$ cat src/mlfq_pkg.sv
package mlfq_pkg;

	localparam int NUM_LEVELS = 10;
	localparam int MAX_PROCS  = 16;

	// Slot and level widths. Queue positions wrap by truncation, so MAX_PROCS
	// stays a power of two.
	localparam int PID_W  = $clog2(MAX_PROCS);
	localparam int LVL_W  = $clog2(NUM_LEVELS);
	localparam int FILL_W = PID_W + 1;
	localparam int QA_W   = $clog2(NUM_LEVELS * MAX_PROCS);

	// Fixed field widths of the channels.
	localparam int SVC_W  = 16;
	localparam int OLVL_W = 4;
	localparam int CNT_W  = 5;

	localparam logic KIND_ARRIVAL = 1'b0;
	localparam logic KIND_TICK    = 1'b1;

	typedef enum logic [2:0] {
		S_IDLE,
		S_POP1,
		S_PUSH,
		S_POP2,
		S_POP2W,
		S_RUN,
		S_OUT
	} sched_state_t;

endpackage

$ cat src/mlfq_if.sv
interface mlfq_item_if import mlfq_pkg::*; ();
	logic             valid;
	logic             ready;
	logic             kind;
	logic [PID_W-1:0] process_id;
	logic [SVC_W-1:0] svc_ticks;

	modport source (output valid, kind, process_id, svc_ticks, input ready);
	modport sink (input valid, kind, process_id, svc_ticks, output ready);
endinterface

interface mlfq_result_if import mlfq_pkg::*; ();
	logic              valid;
	logic              ready;
	logic              ran_valid;
	logic [PID_W-1:0]  ran_id;
	logic [OLVL_W-1:0] ran_level;
	logic              finished;
	logic              all_done;

	modport source (output valid, ran_valid, ran_id, ran_level, finished, all_done,
		input ready);
	modport sink (input valid, ran_valid, ran_id, ran_level, finished, all_done,
		output ready);
endinterface

$ cat src/mlfq_ram.sv
module mlfq_ram #(
	parameter int WIDTH = 8,
	parameter int DEPTH = 16,
	localparam int AW = $clog2(DEPTH)
) (
	input  logic             clk,
	input  logic             we,
	input  logic [AW-1:0]    waddr,
	input  logic [WIDTH-1:0] wdata,
	input  logic             re,
	input  logic [AW-1:0]    raddr,
	output logic [WIDTH-1:0] rdata
);

	logic [WIDTH-1:0] mem [DEPTH];

	always_ff @(posedge clk) begin
		if (we) begin
			mem[waddr] <= wdata;
		end
		if (re) begin
			rdata <= mem[raddr];
		end
	end

endmodule

$ cat src/multilevel_feedback_scheduler.sv
// Arrival beats with nonzero service write both memories in the accept cycle
// unless level 0 is full. A tick beat reads the queue memory once per pop and
// writes it for the demotion; when a process runs, a read-modify-write of the
// service-time memory for it precedes the registered result.
// Reset clears the queue pointers, the running state and the completion count;
// the memory contents are not cleared and no clearing pass runs.
module multilevel_feedback_scheduler import mlfq_pkg::*; (
	input  logic             clk,
	input  logic             arst_n,
	input  logic             cfg_we,
	input  logic [CNT_W-1:0] cfg_data,
	mlfq_item_if.sink        item,
	mlfq_result_if.source    result
);

	sched_state_t state_q, state_d;

	logic [PID_W-1:0]  head_q [NUM_LEVELS];
	logic [FILL_W-1:0] fill_q [NUM_LEVELS];
	logic              rv_q, qu_q, got_q;
	logic [PID_W-1:0]  rs_q;
	logic [LVL_W-1:0]  rl_q, pop_lvl_q;
	logic [CNT_W-1:0]  done_q, pc_q;

	logic              out_valid_q, o_ran_q, o_fin_q, o_all_q;
	logic [PID_W-1:0]  o_id_q;
	logic [OLVL_W-1:0] o_lvl_q;

	// Memory ports.
	logic              qm_we, qm_re, rm_we, rm_re;
	logic [QA_W-1:0]   qm_waddr, qm_raddr;
	logic [PID_W-1:0]  qm_wdata, qm_rdata, rm_waddr, rm_raddr;
	logic [SVC_W-1:0]  rm_wdata, rm_rdata;

	// Control strobes from the sequencer.
	logic              pop_en, push_en, arr_push, set_run, clr_run, run_upd, got_ld;
	logic              out_load, ld_ran, ld_fin, ld_all;

	logic              top_any;
	logic [LVL_W-1:0]  top_lvl, down_lvl;
	logic              out_free, accept, all_done_now, fin_now;
	logic [CNT_W-1:0]  done_next;

	function automatic logic [QA_W-1:0] qaddr(logic [LVL_W-1:0] lvl, logic [PID_W-1:0] pos);
		qaddr = QA_W'(lvl) * QA_W'(MAX_PROCS) + QA_W'(pos);
	endfunction

	mlfq_ram #(.WIDTH(PID_W), .DEPTH(NUM_LEVELS * MAX_PROCS)) u_queue_ram (
		.clk   (clk),
		.we    (qm_we),
		.waddr (qm_waddr),
		.wdata (qm_wdata),
		.re    (qm_re),
		.raddr (qm_raddr),
		.rdata (qm_rdata)
	);

	mlfq_ram #(.WIDTH(SVC_W), .DEPTH(MAX_PROCS)) u_remain_ram (
		.clk   (clk),
		.we    (rm_we),
		.waddr (rm_waddr),
		.wdata (rm_wdata),
		.re    (rm_re),
		.raddr (rm_raddr),
		.rdata (rm_rdata)
	);

	// Highest priority non-empty level.
	always_comb begin
		top_any = 1'b0;
		top_lvl = '0;
		for (int i = NUM_LEVELS - 1; i >= 0; i--) begin
			if (fill_q[i] != '0) begin
				top_any = 1'b1;
				top_lvl = LVL_W'(i);
			end
		end
	end

	assign down_lvl = (rl_q == LVL_W'(NUM_LEVELS - 1)) ? rl_q : rl_q + 1'b1;

	assign accept       = item.valid && item.ready;
	assign out_free     = !out_valid_q || result.ready;
	assign all_done_now = done_q >= pc_q;
	assign fin_now      = rm_rdata == SVC_W'(1);
	assign done_next    = (fin_now && done_q != '1) ? done_q + 1'b1 : done_q;

	always_comb begin
		state_d  = state_q;
		qm_we    = 1'b0;
		qm_waddr = '0;
		qm_wdata = '0;
		qm_re    = 1'b0;
		qm_raddr = '0;
		rm_we    = 1'b0;
		rm_waddr = '0;
		rm_wdata = '0;
		rm_re    = 1'b0;
		rm_raddr = '0;
		pop_en   = 1'b0;
		push_en  = 1'b0;
		arr_push = 1'b0;
		set_run  = 1'b0;
		clr_run  = 1'b0;
		run_upd  = 1'b0;
		got_ld   = 1'b0;
		out_load = 1'b0;
		ld_ran   = 1'b0;
		ld_fin   = 1'b0;
		ld_all   = all_done_now;

		unique case (state_q)
			S_IDLE: begin
				if (accept) begin
					if (item.kind == KIND_ARRIVAL) begin
						if (item.svc_ticks != '0 &&
								fill_q[0] != FILL_W'(MAX_PROCS)) begin
							arr_push = 1'b1;
							rm_we    = 1'b1;
							rm_waddr = item.process_id;
							rm_wdata = item.svc_ticks;
							qm_we    = 1'b1;
							qm_waddr = qaddr('0, head_q[0] + fill_q[0][PID_W-1:0]);
							qm_wdata = item.process_id;
						end
					end else if (all_done_now) begin
						state_d = S_OUT;
					end else if (rv_q && qu_q) begin
						state_d = S_POP1;
					end else if (!rv_q) begin
						state_d = S_POP2;
					end else begin
						rm_re    = 1'b1;
						rm_raddr = rs_q;
						state_d  = S_RUN;
					end
				end
			end
			S_POP1: begin
				pop_en   = top_any;
				qm_re    = top_any;
				qm_raddr = qaddr(top_lvl, head_q[top_lvl]);
				got_ld   = 1'b1;
				state_d  = S_PUSH;
			end
			S_PUSH: begin
				// A running process always has service left, so it is demoted, or requeued on
				// the lowest level, unless the target level is full.
				push_en  = fill_q[down_lvl] != FILL_W'(MAX_PROCS);
				qm_we    = push_en;
				qm_waddr = qaddr(down_lvl, head_q[down_lvl] + fill_q[down_lvl][PID_W-1:0]);
				qm_wdata = rs_q;
				if (got_q) begin
					set_run  = 1'b1;
					rm_re    = 1'b1;
					rm_raddr = qm_rdata;
					state_d  = S_RUN;
				end else begin
					clr_run = 1'b1;
					state_d = S_POP2;
				end
			end
			S_POP2: begin
				if (top_any) begin
					pop_en   = 1'b1;
					qm_re    = 1'b1;
					qm_raddr = qaddr(top_lvl, head_q[top_lvl]);
					state_d  = S_POP2W;
				end else begin
					state_d = S_OUT;
				end
			end
			S_POP2W: begin
				set_run  = 1'b1;
				rm_re    = 1'b1;
				rm_raddr = qm_rdata;
				state_d  = S_RUN;
			end
			S_RUN: begin
				if (out_free) begin
					run_upd  = 1'b1;
					rm_we    = rm_rdata != '0;
					rm_waddr = rs_q;
					rm_wdata = rm_rdata - 1'b1;
					out_load = 1'b1;
					ld_ran   = 1'b1;
					ld_fin   = fin_now;
					ld_all   = done_next >= pc_q;
					state_d  = S_IDLE;
				end
			end
			S_OUT: begin
				if (out_free) begin
					out_load = 1'b1;
					state_d  = S_IDLE;
				end
			end
			default: begin
				state_d = S_IDLE;
			end
		endcase
	end

	always_ff @(posedge clk or negedge arst_n) begin
		if (!arst_n) begin
			state_q <= S_IDLE;
		end else begin
			state_q <= state_d;
		end
	end

	always_ff @(posedge clk or negedge arst_n) begin
		if (!arst_n) begin
			for (int i = 0; i < NUM_LEVELS; i++) begin
				head_q[i] <= '0;
				fill_q[i] <= '0;
			end
			rv_q        <= 1'b0;
			qu_q        <= 1'b0;
			got_q       <= 1'b0;
			rs_q        <= '0;
			rl_q        <= '0;
			pop_lvl_q   <= '0;
			done_q      <= '0;
			pc_q        <= '0;
			out_valid_q <= 1'b0;
		end else begin
			if (cfg_we) begin
				pc_q <= cfg_data;
			end
			if (pop_en) begin
				head_q[top_lvl] <= head_q[top_lvl] + 1'b1;
				fill_q[top_lvl] <= fill_q[top_lvl] - 1'b1;
				pop_lvl_q       <= top_lvl;
			end
			if (push_en) begin
				fill_q[down_lvl] <= fill_q[down_lvl] + 1'b1;
			end
			if (arr_push) begin
				fill_q[0] <= fill_q[0] + 1'b1;
			end
			if (got_ld) begin
				got_q <= top_any;
			end
			if (set_run) begin
				rv_q <= 1'b1;
				qu_q <= 1'b0;
				rs_q <= qm_rdata;
				rl_q <= pop_lvl_q;
			end
			if (clr_run) begin
				rv_q <= 1'b0;
				qu_q <= 1'b0;
			end
			if (run_upd) begin
				done_q <= done_next;
				if (rm_rdata <= SVC_W'(1)) begin
					rv_q <= 1'b0;
					qu_q <= 1'b0;
				end else begin
					qu_q <= 1'b1;
				end
			end
			if (out_load) begin
				out_valid_q <= 1'b1;
			end else if (result.ready) begin
				out_valid_q <= 1'b0;
			end
		end
	end

	// Result payload; only a loaded beat is ever presented.
	always_ff @(posedge clk) begin
		if (out_load) begin
			o_ran_q <= ld_ran;
			o_id_q  <= ld_ran ? rs_q : '0;
			o_lvl_q <= ld_ran ? OLVL_W'(rl_q) : '0;
			o_fin_q <= ld_fin;
			o_all_q <= ld_all;
		end
	end

	assign item.ready       = state_q == S_IDLE;
	assign result.valid     = out_valid_q;
	assign result.ran_valid = o_ran_q;
	assign result.ran_id    = o_id_q;
	assign result.ran_level = o_lvl_q;
	assign result.finished  = o_fin_q;
	assign result.all_done  = o_all_q;

endmodule
$ cat src/flat_wrapper.sv
// flat-port wrapper written by rule: the top's interface ports become plain ports
module multilevel_feedback_scheduler_flat import mlfq_pkg::*;
  (clk, arst_n, cfg_we, cfg_data, item_valid, item_kind, item_process_id, item_svc_ticks, item_ready, result_valid, result_ran_valid, result_ran_id, result_ran_level, result_finished, result_all_done, result_ready);
  mlfq_item_if item_i ();
  mlfq_result_if result_i ();
  input  logic clk;
  input  logic arst_n;
  input  logic cfg_we;
  input  logic [CNT_W-1:0] cfg_data;
  input wire logic [$bits(item_i.valid)-1:0] item_valid;
  input wire logic [$bits(item_i.kind)-1:0] item_kind;
  input wire logic [$bits(item_i.process_id)-1:0] item_process_id;
  input wire logic [$bits(item_i.svc_ticks)-1:0] item_svc_ticks;
  output wire logic [$bits(item_i.ready)-1:0] item_ready;
  output wire logic [$bits(result_i.valid)-1:0] result_valid;
  output wire logic [$bits(result_i.ran_valid)-1:0] result_ran_valid;
  output wire logic [$bits(result_i.ran_id)-1:0] result_ran_id;
  output wire logic [$bits(result_i.ran_level)-1:0] result_ran_level;
  output wire logic [$bits(result_i.finished)-1:0] result_finished;
  output wire logic [$bits(result_i.all_done)-1:0] result_all_done;
  input wire logic [$bits(result_i.ready)-1:0] result_ready;
  assign item_i.valid = item_valid;
  assign item_i.kind = item_kind;
  assign item_i.process_id = item_process_id;
  assign item_i.svc_ticks = item_svc_ticks;
  assign item_ready = item_i.ready;
  assign result_valid = result_i.valid;
  assign result_ran_valid = result_i.ran_valid;
  assign result_ran_id = result_i.ran_id;
  assign result_ran_level = result_i.ran_level;
  assign result_finished = result_i.finished;
  assign result_all_done = result_i.all_done;
  assign result_i.ready = result_ready;
  multilevel_feedback_scheduler u_core (.clk(clk), .arst_n(arst_n), .cfg_we(cfg_we), .cfg_data(cfg_data), .item(item_i), .result(result_i));
endmodule
$ cat config.mk
export PLATFORM = sky130hd
export DESIGN_NAME = multilevel_feedback_scheduler_flat
export DESIGN_NICKNAME = d
export VERILOG_FILES = /design/src/mlfq_pkg.sv /design/src/mlfq_if.sv /design/src/mlfq_ram.sv /design/src/multilevel_feedback_scheduler.sv /design/src/flat_wrapper.sv
export SDC_FILE = /design/constraint.sdc
export NUM_CORES = 2
export LEC_CHECK = 0
export BUFFER_PORTS_ARGS = -buffer_cell sky130_fd_sc_hd__buf_4
export CORE_MARGIN = 4
export CORE_UTILIZATION = 57
export CTS_CLUSTER_SIZE = 10
export DETAILED_ROUTE_END_ITERATION = 6
export PLACE_DENSITY = 0.83
export SYNTH_ARGS = -nofsm -noshare
export SYNTH_HDL_FRONTEND = slang
export SYNTH_SLANG_ARGS = --single-unit
$ cat constraint.sdc
create_clock -name clk -period 5.8 [get_ports clk]
set_input_delay 1.16 -clock clk [delete_from_list [all_inputs] [get_ports clk]]
set_output_delay 1.16 -clock clk [all_outputs]
set_load 0.005 [all_outputs]
# After elaboration in Yosys (flattened, before gate mapping)
# Memories as Yosys holds them, arrays and structs flattened. A register that Yosys moved wholly into a read port is not among the register bits.
# Index checks and enable logic that the tools add are counted.
# totals
regBits	130
memories	2
mem_bits_rw	896
# mem_list
memory	words	width	rd	rd_clocked_by_memory_dff	write_ports	line_no	source
u_core.u_queue_ram.mem	160	4	1	1	1	mlfq_ram.sv:15	logic [WIDTH-1:0] mem [DEPTH];
u_core.u_remain_ram.mem	16	16	1	1	1	mlfq_ram.sv:15	
# op_classes
n_lt_le_gt_ge	7
bitwise_logic	2
eq_ne	14
n_addsub	11
muxes	119
n_reduce_logical	26
# op_table
cell	count
4-bit two-way mux	27
50-bit bitwise mux	2
50-bit two-way mux	2
16-bit two-way mux	4
5-bit nonzero test	10
1-bit two-way mux	45
5-bit binary-select mux with 4-bit select	2
40-bit bitwise mux	1
5-bit demux with 4-bit select	2
5-bit two-way mux	8
4-bit binary-select mux with 4-bit select	2
16-bit one-hot mux with 2 select lines	1
8-bit one-hot mux with 2 select lines	2
16-bit nonzero test	2
8-bit two-way mux	3
3-bit two-way mux	7
3-bit one-hot mux with 6 select lines	1
8-bit by 4-bit adder with 8-bit output	2
4-bit demux with 4-bit select	1
16-bit by 1-bit equality test with 1-bit output, second input constant	1
16-bit by 1-bit less-or-equal comparator with 1-bit output, second input constant	1
4-bit one-hot mux with 2 select lines	2
16-bit by 1-bit subtractor with 16-bit output, second input constant	1
5-bit by 1-bit adder with 5-bit output, second input constant	3
other kinds (27)	47

# Depth between registers and ports, before layout
# logic_depth
ltp_word	21
mapped_depth	23

# Modules after synthesis
# From an unflattened synthesis, not the netlist that was laid out.
# unflattened
cells_unflattened	3038
hier_area_um2	46169.3
# by_module_without_submodules
mod	area_each_um2	instances	cells_per_inst
mlfq_ram at u_core.u_queue_ram	26584.2	1	1495
mlfq_ram at u_core.u_remain_ram	10203.5	1	432
multilevel_feedback_scheduler	9381.5	1	1111

# Worst setup path after synthesis
# No wires, ideal clock.
# synth_timing
path_type	register -> register
startpoint	reg u_core.rl_q[1]
endpoint	mem u_core.u_queue_ram.mem[15][0] in the netlist's numbering (enable)
setup_time_ns	0.329
slack_ns	0.269
t_arrival_ns	5.202
path_stages_with_launch	22
path_cell_list	dfrtp_1 inv_1 ha_1 nand2_1 or2_1 clkbuf_1 xnor2_1 buf_2 buf_1 mux4_2 mux2i_1 o22ai_1 ha_1 a21o_1 a21oi_1 xnor2_1 xnor2_1 a22o_1 inv_1 or3_1 clkbuf_1 nor2_1
# synth_via
elab_chain_len	10
# synth_rtl
element	line_no	source
start: declaration	multilevel_feedback_scheduler.sv:22	logic [LVL_W-1:0] rl_q, pop_lvl_q;
start signal: assignment	multilevel_feedback_scheduler.sv:249	rl_q <= pop_lvl_q;
4-bit by 1-bit adder with 4-bit output / 4-bit equality test (equally long branches)	multilevel_feedback_scheduler.sv:80	assign down_lvl = (rl_q == LVL_W'(NUM_LEVELS - 1)) ? rl_q : rl_q + 1'b1;
4-bit two-way mux (*)	multilevel_feedback_scheduler.sv:80	
parallel branches: the longest is 8 deep, another holds 8-bit by 4-bit adder with 8-bit output	n/a	
end: declaration	mlfq_ram.sv:15	
# Mark *: on every way between the ends. The select of a mux whose other input is x is not followed.

# Worst setup path in the final report
# layout_timing
startpoint	reg u_core.fill_q[30] in the netlist's numbering
endpoint	reg u_core.u_queue_ram.rdata[3], read port of u_core.u_queue_ram.mem, data pin
# layout_via
elab_chain_len	12
# layout_rtl
element	line_no	source
start: declaration	multilevel_feedback_scheduler.sv:19	logic [FILL_W-1:0] fill_q [NUM_LEVELS];
start signal: indexed assignment	multilevel_feedback_scheduler.sv:233	fill_q[top_lvl] <= fill_q[top_lvl] - 1'b1;
start signal: indexed assignment	multilevel_feedback_scheduler.sv:237	fill_q[down_lvl] <= fill_q[down_lvl] + 1'b1;
5-bit nonzero test (*)	multilevel_feedback_scheduler.sv:73	if (fill_q[i] != '0) begin
4-bit two-way mux (4 in a row)	multilevel_feedback_scheduler.sv:73	
4-bit inverter with 5-bit output (not written as such)	multilevel_feedback_scheduler.sv:142, multilevel_feedback_scheduler.sv:167	
4-bit binary-select mux with 4-bit select	multilevel_feedback_scheduler.sv:142, multilevel_feedback_scheduler.sv:167	
4-bit two-way mux (not written as such) (2 in a row)	multilevel_feedback_scheduler.sv:142, multilevel_feedback_scheduler.sv:167	
8-bit by 4-bit adder with 8-bit output	multilevel_feedback_scheduler.sv:45	qaddr = QA_W'(lvl) * QA_W'(MAX_PROCS) + QA_W'(pos);
8-bit two-way mux	multilevel_feedback_scheduler.sv:164	if (top_any) begin
8-bit one-hot mux with 2 select lines	multilevel_feedback_scheduler.sv:112	unique case (state_q)
end: declaration	mlfq_ram.sv:12	output logic [WIDTH-1:0] rdata
# Every way passes the cells marked *; elsewhere a longest branch is shown, timed or not. The select of a mux whose other input is x is not followed.
# A chain may end at the register's enable or synchronous reset.

==> impl_results.md <==
* Run status: finished with violations
* Violations in the final reports: design-rule violations
* Port Buf Inserts at 43
* Core area at 80400 sq um
* Leftover overflow at the end of global routing at 0
* Number of enable flip-flop cells after synthesis at 927
* Count of max-cap constraint violations at 0
* H-tree levels at 3
* DR vias/cell at 6.73
* Cell variety after synth at 97
* Number of core rows at 104
* CTS sink cnt at 1046
* Post-Synthesis Cell Area at 46100 sq um
* Leakage Power at 17.8 nW
* Worst setup margin at 0.233 ns
* Final Max Tran Viols at 0
* Router iterations before antenna repair at 7
* Area contributors post-synth: edfxtp_1 (60%), dfrtp_1 (6.5%), nand2_1 (5.3%)
* Worst-skew pair later-pin latency at 0.70 ns
* Total inserted antenna cells at 0
* Worst relative slew slack at 23.6%
* # IOs at 44
* Most common library cell in the layout ignoring fill and taps: edfxtp_1
* DRT iter0 DRCs at 5283
* Portion of the post-synthesis area used by sequential elements at 66.8%
* Setup TNS Final at 0 ns
* Upper clock frequency limit at 180 MHz
* Largest net degree at the start of global routing at 129
* Power density over the cells at 466 nW/um^2
* Crit-path max cell delay at 0.61 ns
* Final worst path period need at 5.57 ns
* Aggregate routed wire length at 130000 um
* Worst Max-Slew Pin Slew at 1.14 ns
* Vias at 33000
* P&R area growth vs syn at 12.0%
* Net count, final at 3867
* Worst setup EP type: flip-flop
* Fraction of post-synthesis cell area in the top cell type by area at 60.3%
* Setup violation total in the final timing report at 0
* Final Non-Filler Cells at 4906
* Number of hold-slack violations in the final timing report at 0
* Peak fanout along the critical path at 24
* Peak ir drop on the vdd network at 0.464 mV
* Total half-perimeter wirelength after legalization and detailed placement at 80900 um
* Vert. Die Dim at 292 um
* Width of the chip at 292 um
* Avg Inst Size Synth at 12.5 sq um
* Warning count from the yosys run at 0
* Fillers at 5626
* Classification of the worst-slack hold path: flip-flop to flip-flop
* Fraction of layout cells with a size suffix above 1 at 12.7%
* Top library cells by usage in the layout, fill and taps aside: edfxtp_1 (927), nand2_1 (653), nor2_1 (266), buf_4 (208), o21ai_0 (175)
* Total routing resource utilization after global routing at 29.8%
* Worst Path Class, Setup: flip-flop to flip-flop
* Nets in the synthesized netlist at 3764
* Synthesized instance count at 3702
* Crit path DAT at 6.01 ns
* Routed len/inst at 26.5 um
* CP Launch Type: flip-flop
* Antenna Violating Nets Remaining at 0
* Post-placement cell count at 4748
* Initial antenna violation count at 2
* Fraction of registers with async set/reset at 11.4%
* Unrepaired setup endpoints after global routing: no
* Cell type with the largest total area after synthesis: edfxtp_1
* Maximum count of clock buffers along a single path at 3
* Global-route wire length before repair at 195000 um
* Most frequently used flop master after synthesis: edfxtp_1
* Initial standard-cell utilization of the core at 57.4%
* Routability cong. at 0.979
* TritonCTS clock tree: done
* Count of hold buffers inserted by post-cts repair at 0
* TritonCTS buffer count at 115
* Pre-CTS setup slack at 0.335 ns
* Slowest CP cell: or4_1
* Area of the die at 85500 sq um
* Clock transition at the registers of the reported paths at 0.06 ns
* Clk Tree Root Cell: clkbuf_16
* Vias in the first global route at 32000
* Worst setup skew after layout at 0.0521 ns
* Residual DRC at 1
* Required time of the critical path at 6.24 ns
* Register bit total from synthesis at 1046
* Series of cell instances along the critical path: or4_1, or2_0, nor2_2, nand2_1, nor2_1, a21oi_4, o211ai_1, nor2_8, buf_4, a2111oi_0, a211oi_1, a22o_1, a311oi_1, o22ai_1, a41oi_1, mux2i_1
* Overall power after layout at 24.1 mW
* Post-route fraction of the period consumed by the critical path at 96.0%
[layout make-up]
class	count	area, sq um	area share (%)
clock inverters	7	175	0.339
well taps	1060	1330	2.57
flip-flops and latches	1046	30800	59.6
inverters	35	131	0.254
repair buffers	225	1900	3.68
clock buffers	151	3030	5.87
multi-input cells	2382	14300	27.7
[cell families (layout without fill, tap and decap cells)]
logic type | count (synthesis) | count (layout) | synth area share, %
simple gates | 1339 | 1339 | 12.8
flops | 1046 | 1046 | 66.8
compound gates | 783 | 783 | 11.4
buf+inv | 274 | 418 | 2.65
mux | 188 | 188 | 4.70
xor+xnor | 40 | 40 | 0.759
fa+ha+maj | 32 | 32 | 0.895
[sequential cells by signal, summed over array words and instances, names as in the netlist, 4 cells and up]
name	cells
u_core.u_remain_ram.mem	256
u_core.result.ran_id	4
u_core.fill_q	50
u_core.u_remain_ram.rdata	16
u_core.rs_q	4
u_core.done_q	5
u_core.u_queue_ram.mem	640
u_core.head_q	40
u_core.rl_q	4
u_core.result.ran_level	4
u_core.pop_lvl_q	4
u_core.pc_q	5
u_core.u_queue_ram.rdata	4
[path summary, 6_finish.rpt]
kind	end	slack, ns	cells after the start	startpoint
max	u_core.u_queue_ram.rdata[3]$_DFFE_PP_	0.23	16	u_core.fill_q[30]$_DFF_PN0_
min	u_core.pop_lvl_q[3]$_DFFE_PN0P_	0.47	1	u_core.pop_lvl_q[3]$_DFFE_PN0P_
max reg2reg	u_core.u_queue_ram.rdata[3]$_DFFE_PP_	0.23	16	u_core.fill_q[30]$_DFF_PN0_
min reg2reg	u_core.pop_lvl_q[3]$_DFFE_PN0P_	0.47	1	u_core.pop_lvl_q[3]$_DFFE_PN0P_
max in group asynchronous	u_core.head_q[31]$_DFFE_PN0P_	4.06	2	arst_n
min in group asynchronous	u_core.fill_q[27]$_DFF_PN0_	0.58	1	arst_n
[Yosys cell counts (10+ instances only)]
library cell  number
clkbuf_1         145
nor4_1            11
nor2b_1           12
a21o_1            11
and2_1            71
o211ai_1          18
nand2b_1          15
a311oi_1          38
dfrtp_1          119
a221oi_1          13
a21oi_1          153
a31oi_1           77
mux2i_1          120
o21ai_0          175
a22oi_1           16
buf_1             13
or4_1             12
ha_1              29
buf_4             12
nand3_1          153
nand4_1           18
o22ai_1           17
mux4_2            18
and3_1            26
a221o_1           23
nand2_1          656
buf_6             10
xor2_1            11
mux2_2            48
a32oi_1           24
buf_2             59
a211oi_1         126
edfxtp_1         927
nor2_1           284
nor3_1            27
xnor2_1           29
inv_1             33
[repair_timing]
action	4_1_cts	5_1_grt
endpoints found under the setup margin	0	45
gates resized for setup	0	1
setup buffers	0	0
[through the flow]
| stage | cell area [sq um] | util, % | hold WS [ns] |
|---|---|---|---|
| after floorplan | 46100 | - | 0.441 |
| after global placement | 48500 | 60.3 | 0.455 |
| after detailed placement | 48500 | 60.3 | 0.461 |
| after CTS | 51700 | 64.2 | 0.477 |
| after global routing | 51700 | 64.3 | 0.488 |
| final | 51700 | 64.3 | 0.472 |
[critical path: cells and delay by family (launching register included)]
family | cells | cell delay [ns]
AO/OA/AOI/OAI | 8 | 2.20
buffers and inverters | 1 | 0.31
flip-flops | 1 | 0.41
multiplexers | 1 | 0.09
AND/OR/NAND/NOR | 6 | 2.27
[power by group]
group	switching, mW	internal [mW]	leakage, nW
clock	2.80	3.62	1.54
combinational	5.74	2.53	6.14
sequential	0.287	9.10	10.2
[per-layer routing]
layer	up-vias	GRT usage, %	share of wire [%]
li1	14100	-	-
met1	15900	39.8	36
met2	2515	46.8	46
met3	532	6.91	13
met4	4	14.1	5.6
met5	-	0	0.019
Note: power is estimated with default switching activity, not from simulation.
